`src/rtl/core/mmsd_pkg.sv`:
```
// Shared types and constants for the median/MAD spike detector.
package mmsd_pkg;

  localparam int VAL_W      = 48;
  localparam int WIN_DEPTH  = 64;
  localparam int IDX_W      = 6;
  localparam int CNT_W      = 7;
  localparam int GAIN_W     = 16;
  localparam int CFG_IDX_W  = 2;
  localparam int CFG_DATA_W = 16;
  localparam int PROD_W     = GAIN_W + VAL_W + 1;

  localparam logic [CFG_IDX_W-1:0] CFG_WARMUP = 2'd0;
  localparam logic [CFG_IDX_W-1:0] CFG_GAIN   = 2'd1;
  localparam logic [CFG_IDX_W-1:0] CFG_WINLEN = 2'd2;

  localparam logic [CNT_W-1:0]  WARMUP_RST = 7'd5;
  localparam logic [GAIN_W-1:0] GAIN_RST   = 16'd768;
  localparam logic [CNT_W-1:0]  WINLEN_RST = 7'd32;

  typedef logic [VAL_W-1:0] val_t;
  typedef logic [IDX_W-1:0] idx_t;
  typedef logic [CNT_W-1:0] cnt_t;

  typedef struct packed {
    logic we;
    idx_t addr;
    val_t data;
  } sel_ld_t;

  typedef struct packed {
    logic start;
    cnt_t n;
    cnt_t k;
  } sel_ctl_t;

endpackage

```
`src/rtl/core/mmsd_select.sv`:
```
// Rank selection unit: scratch store and a single comparator swept over every pair.
module mmsd_select
  import mmsd_pkg::*;
(
  input  logic     clk,
  input  logic     rst_n,
  input  sel_ld_t  ld,
  input  sel_ctl_t ctl,
  output logic     done,
  output val_t     result
);

  localparam logic [1:0] SL_IDLE  = 2'd0;
  localparam logic [1:0] SL_CAND  = 2'd1;
  localparam logic [1:0] SL_LATCH = 2'd2;
  localparam logic [1:0] SL_SWEEP = 2'd3;

  logic [1:0] state_r;
  val_t       mem [WIN_DEPTH];
  val_t       rdata_r;
  val_t       cand_r;
  val_t       result_r;
  idx_t       raddr;
  cnt_t       i_r;
  cnt_t       jn_r;
  cnt_t       lt_r;
  cnt_t       eq_r;
  cnt_t       n_r;
  cnt_t       k_r;
  cnt_t       lt_nxt;
  cnt_t       eq_nxt;
  logic       done_r;
  logic       hit;

  always_comb begin
    unique case (state_r)
      SL_CAND:  raddr = i_r[IDX_W-1:0];
      SL_SWEEP: raddr = jn_r[IDX_W-1:0];
      default:  raddr = '0;
    endcase
  end

  always_ff @(posedge clk) begin
    if (ld.we) begin
      mem[ld.addr] <= ld.data;
    end
    rdata_r <= mem[raddr];
  end

  assign lt_nxt = lt_r + CNT_W'(rdata_r < cand_r);
  assign eq_nxt = eq_r + CNT_W'(rdata_r == cand_r);
  assign hit    = (lt_nxt <= k_r) && (k_r < CNT_W'(lt_nxt + eq_nxt));

  always_ff @(posedge clk) begin
    if (!rst_n) begin
      state_r <= SL_IDLE;
      done_r  <= 1'b0;
    end else begin
      done_r <= 1'b0;
      unique case (state_r)
        SL_IDLE: begin
          if (ctl.start) begin
            n_r     <= ctl.n;
            k_r     <= ctl.k;
            i_r     <= '0;
            state_r <= SL_CAND;
          end
        end
        SL_CAND: begin
          state_r <= SL_LATCH;
        end
        SL_LATCH: begin
          cand_r  <= rdata_r;
          jn_r    <= CNT_W'(1);
          lt_r    <= '0;
          eq_r    <= '0;
          state_r <= SL_SWEEP;
        end
        SL_SWEEP: begin
          if (jn_r == n_r) begin
            if (hit || (i_r == CNT_W'(n_r - CNT_W'(1)))) begin
              result_r <= cand_r;
              done_r   <= 1'b1;
              state_r  <= SL_IDLE;
            end else begin
              i_r     <= i_r + CNT_W'(1);
              state_r <= SL_CAND;
            end
          end else begin
            jn_r <= jn_r + CNT_W'(1);
            lt_r <= lt_nxt;
            eq_r <= eq_nxt;
          end
        end
        default: state_r <= SL_IDLE;
      endcase
    end
  end

  assign done   = done_r;
  assign result = result_r;

endmodule

```
`config.mk`:
```
export PLATFORM = sky130hd
export DESIGN_NAME = mmsd_select
export DESIGN_NICKNAME = d
export VERILOG_FILES = /design/src/rtl/core/mmsd_pkg.sv /design/src/rtl/core/mmsd_select.sv
export SDC_FILE = /design/constraint.sdc
export NUM_CORES = 2
export LEC_CHECK = 0
export ABC_CLOCK_PERIOD_IN_PS = 12500
export BUFFER_PORTS_ARGS = -buffer_cell sky130_fd_sc_hd__clkbuf_2
export CAP_MARGIN = 20
export CORE_ASPECT_RATIO = 0.9
export CORE_MARGIN = 2
export CORE_UTILIZATION = 60
export CTS_CLUSTER_SIZE = 24
export DETAILED_ROUTE_END_ITERATION = 10
export PLACE_DENSITY = 0.83
export SYNTH_ARGS = -nofsm -noshare
export SYNTH_HDL_FRONTEND = slang
export SYNTH_SLANG_ARGS = --single-unit
```
`constraint.sdc`:
```
create_clock -name clk -period 12.5 [get_ports clk]
set_input_delay 1.875 -clock clk [delete_from_list [all_inputs] [get_ports clk]]
set_output_delay 1.875 -clock clk [all_outputs]
set_load 0.005 [all_outputs]
```
==> results.cfg <==
[outcome]
result_of_the_run = completed

[timing]
fin_tns_setup_ns = 0
fin_hold_ws_ns = 0.443
rsz_0062_raised_after_global_routing = false
fin_skew_ns = 0.0661
maxSlewHeadroom_pct = 16.5
timing.final.crit_period_ns = 7.40
hold_viol = 0
setup_violations = 0
timing.final.max_slew_violations = 0
worstMarginPinSlew_ns = 1.25
final.period_utilization_pct = 59.2
maxClockFrequency_mhz = 135

[clocking]
cts.path.max_buffers = 4
cts-root-buf = sky130_fd_sc_hd__clkbuf_16
cts_hold_buf = 0
cts_sinks = 3261
postCtsSetupRepairBufs = 0
numCtsBuffers = 309
h-tree-depth = 5
cts_repair_resized_insts = 0
clock_latency_ns = 0.96
clock_tree_from_tritoncts = yes
cts.reportedPaths.clkPinSlew_ns = 0.07

[finish]
signed_area_change_from_the_synthesized_netlist_to_the_final_layout_pct = 12.2
layout_common_cells = sky130_fd_sc_hd__edfxtp_1 (3210), sky130_fd_sc_hd__mux4_2 (768), sky130_fd_sc_hd__a22oi_1 (384)
layoutNonFillerInstCount = 8678
post-route-cell-area_sq_um = 139000
mostFrequentLayoutCell = sky130_fd_sc_hd__edfxtp_1
final_layout_size_suffix_gt1_share_pct = 25.9
nets = 5902

[grt]
grt_pass1_vias = 66600
grt_use_total_pct = 36.2
global_route.overflow_total = 0
grt_antenna_before_repair = 42
grt_first_pass_wirelength_mm = 519
grt_max_degree = 126

[die]
die_x_microns = 482
io_pins = 121
start_util_pct = 60.6
floorplan.core_area_sq_um = 204000
design.die.area_sq_um = 209000
std_cell_rows = 157
die_y_microns = 434

[yosys]
synth_cell_type_count = 56
mappedNetlistArea_sq_um = 124000
yosys.area.top_type = sky130_fd_sc_hd__edfxtp_1
yosysSeqAreaShare_pct = 78.9
number_of_storage_elements_in_the_synthesis_netlist = 3261
synth.net_count = 5589
synth.top_cells.by_area = sky130_fd_sc_hd__edfxtp_1 (78%), sky130_fd_sc_hd__mux4_2 (14%), sky130_fd_sc_hd__a22oi_1 (2.3%)
synth-warning-count = 0
post-synth-top-area-fraction_pct = 78.0
post_synth.cell_area_avg_sq_um = 22.7
synthArstFlopShare_pct = 0
synth_ff_type = sky130_fd_sc_hd__edfxtp_1
postSynthCellCount = 5440
synth_enable_flop_cells = 3210

[placement]
portBuffers = 120
dpl.cell_count = 8098
dpl_cell_area_sq_um = 128000
globalplace.congestion = 0.859
hpwlAfterDp_mm = 181

[critical_path]
critical_path_end_type = flip-flop
data_required_critical_path_ns = 13.08
worst_ep_arrival_time_ns = 7.97
critical_path_peak_fanout = 48
timing.setup.critical_path_class = flip-flop to flip-flop
startpoint_type = flip-flop

[route]
drc = 0
antenna_violating_nets_post_route = 0
detailedRoute.firstIterationViolations = 13300
dr.pass1.iters = 9
vias_per_cell = 7.58
mean_routed_wirelength_per_cell_microns = 43.4
routed_wl_mm = 377
via_count = 65800

[worst_hold_path]
hold_class = flip-flop to flip-flop

[power_and_ir_drop]
design_power_total_mw = 27.3
p_leak_nw = 43.5
power.density_cell_area_nw_per_um2 = 197
power.ir.vdd_worst_v = 0.000170

[flow_run]
max_cap_violations = 0
==> kinds of logic after synthesis <==
family	after synthesis	share of synthesized area (%)
AND/OR/NAND/NOR	258	1.15
adder cells (fa/ha/maj)	79	0.802
AO/OA/AOI/OAI	659	3.57
flip-flops	3261	78.9
multiplexers	771	14.0
XOR/XNOR	46	0.326
buffers and inverters	366	1.25
==> area by class of cell <==
| class | count | area, sq um |
|---|---|---|
| sequential | 3261 | 97400 |
| fill | 11300 | 65400 |
| multi-input combinational | 1813 | 25100 |
| clock buffer | 411 | 8410 |
| tap | 2703 | 3380 |
| timing repair buffer | 295 | 2730 |
| clock inverter | 112 | 1150 |
| inverter | 73 | 274 |
| antenna | 10 | 25.0 |
==> power breakdown <==
| part | internal, mW | switching [mW] | total, mW |
|---|---|---|---|
| Clock | 5.20 | 4.11 | 9.31 |
| Combinational | 2.25 | 3.38 | 5.63 |
| Sequential | 12.3 | 0.145 | 12.4 |
| Total | 19.7 | 7.63 | 27.3 |
==> critical path: stages (launching register included) <==
cell and delay (ns):
sky130_fd_sc_hd__edfxtp_1 0.38, sky130_fd_sc_hd__inv_1 0.08, sky130_fd_sc_hd__ha_1 0.31, sky130_fd_sc_hd__nand4_1 0.23, sky130_fd_sc_hd__or4_1 0.69, sky130_fd_sc_hd__or4_1 0.72
sky130_fd_sc_hd__or3_1 0.48, sky130_fd_sc_hd__a31oi_1 0.23, sky130_fd_sc_hd__nor4_1 0.11, sky130_fd_sc_hd__ha_1 0.37, sky130_fd_sc_hd__ha_1 0.25, sky130_fd_sc_hd__fa_1 0.43
sky130_fd_sc_hd__inv_1 0.10, sky130_fd_sc_hd__maj3_1 0.18, sky130_fd_sc_hd__inv_1 0.05, sky130_fd_sc_hd__a21oi_1 0.23, sky130_fd_sc_hd__xor2_1 0.18, sky130_fd_sc_hd__ha_1 0.28
sky130_fd_sc_hd__a21o_1 0.18, sky130_fd_sc_hd__a21oi_1 0.19, sky130_fd_sc_hd__o21ai_0 0.13, sky130_fd_sc_hd__a21oi_1 0.19, sky130_fd_sc_hd__a32oi_1 0.14, sky130_fd_sc_hd__nor3_2 0.23
sky130_fd_sc_hd__buf_4 0.57
==> routing by layer <==
| metal | up-vias | global-route usage (%) | share of wire (%) |
|---|---|---|---|
| met5 | - | 0 | 0.061 |
| met4 | 36 | 21.7 | 7.3 |
| met3 | 1544 | 11.8 | 16 |
| met2 | 7243 | 56.2 | 47 |
| met1 | 33100 | 45.2 | 30 |
| li1 | 23800 | - | - |
==> worst paths after layout <==
check,startpoint,endpoint,slack [ns],cells past startpoint
min,cand_r[45],result[45],0.44,0
min reg2reg,cand_r[45],result[45],0.44,0
max,cand_r[46],result[28],5.10,24
max reg2reg,cand_r[46],result[28],5.10,24
==> cell usage after synthesis, drive strengths merged, types with 5 or more instances <==
cell,n
nand3,22
edfxtp,3210
or4,50
mux4,768
nor2,77
nand2b,6
clkbuf,177
buf,116
and3,5
o21ai,14
a22oi,385
xor2,16
a21o,15
nor3,10
a21oi,210
xnor2,30
nand2,17
nand4,15
nor2b,19
dfxtp,51
and2,19
ha,76
inv,73
==> state kept, by name, indices dropped and copies added (netlist names) <==
register and flops:
mem 3072, cand_r 48, rdata_r 48, result 48, eq_r 7, i_r 7, jn_r 7, k_r 7
lt_r 7, n_r 7, state_r 2, done 1
==> metrics by stage <==
step / utilization [%] / setup slack [ns]
global route: 67.9 / 4.91
floorplan: - / 3.80
global placement: 62.7 / 5.70
finish: 67.9 / 5.10
detailed placement: 62.8 / 5.46
CTS: 67.4 / 5.30
No activity file was read; power rests on OpenSTA's default activity.
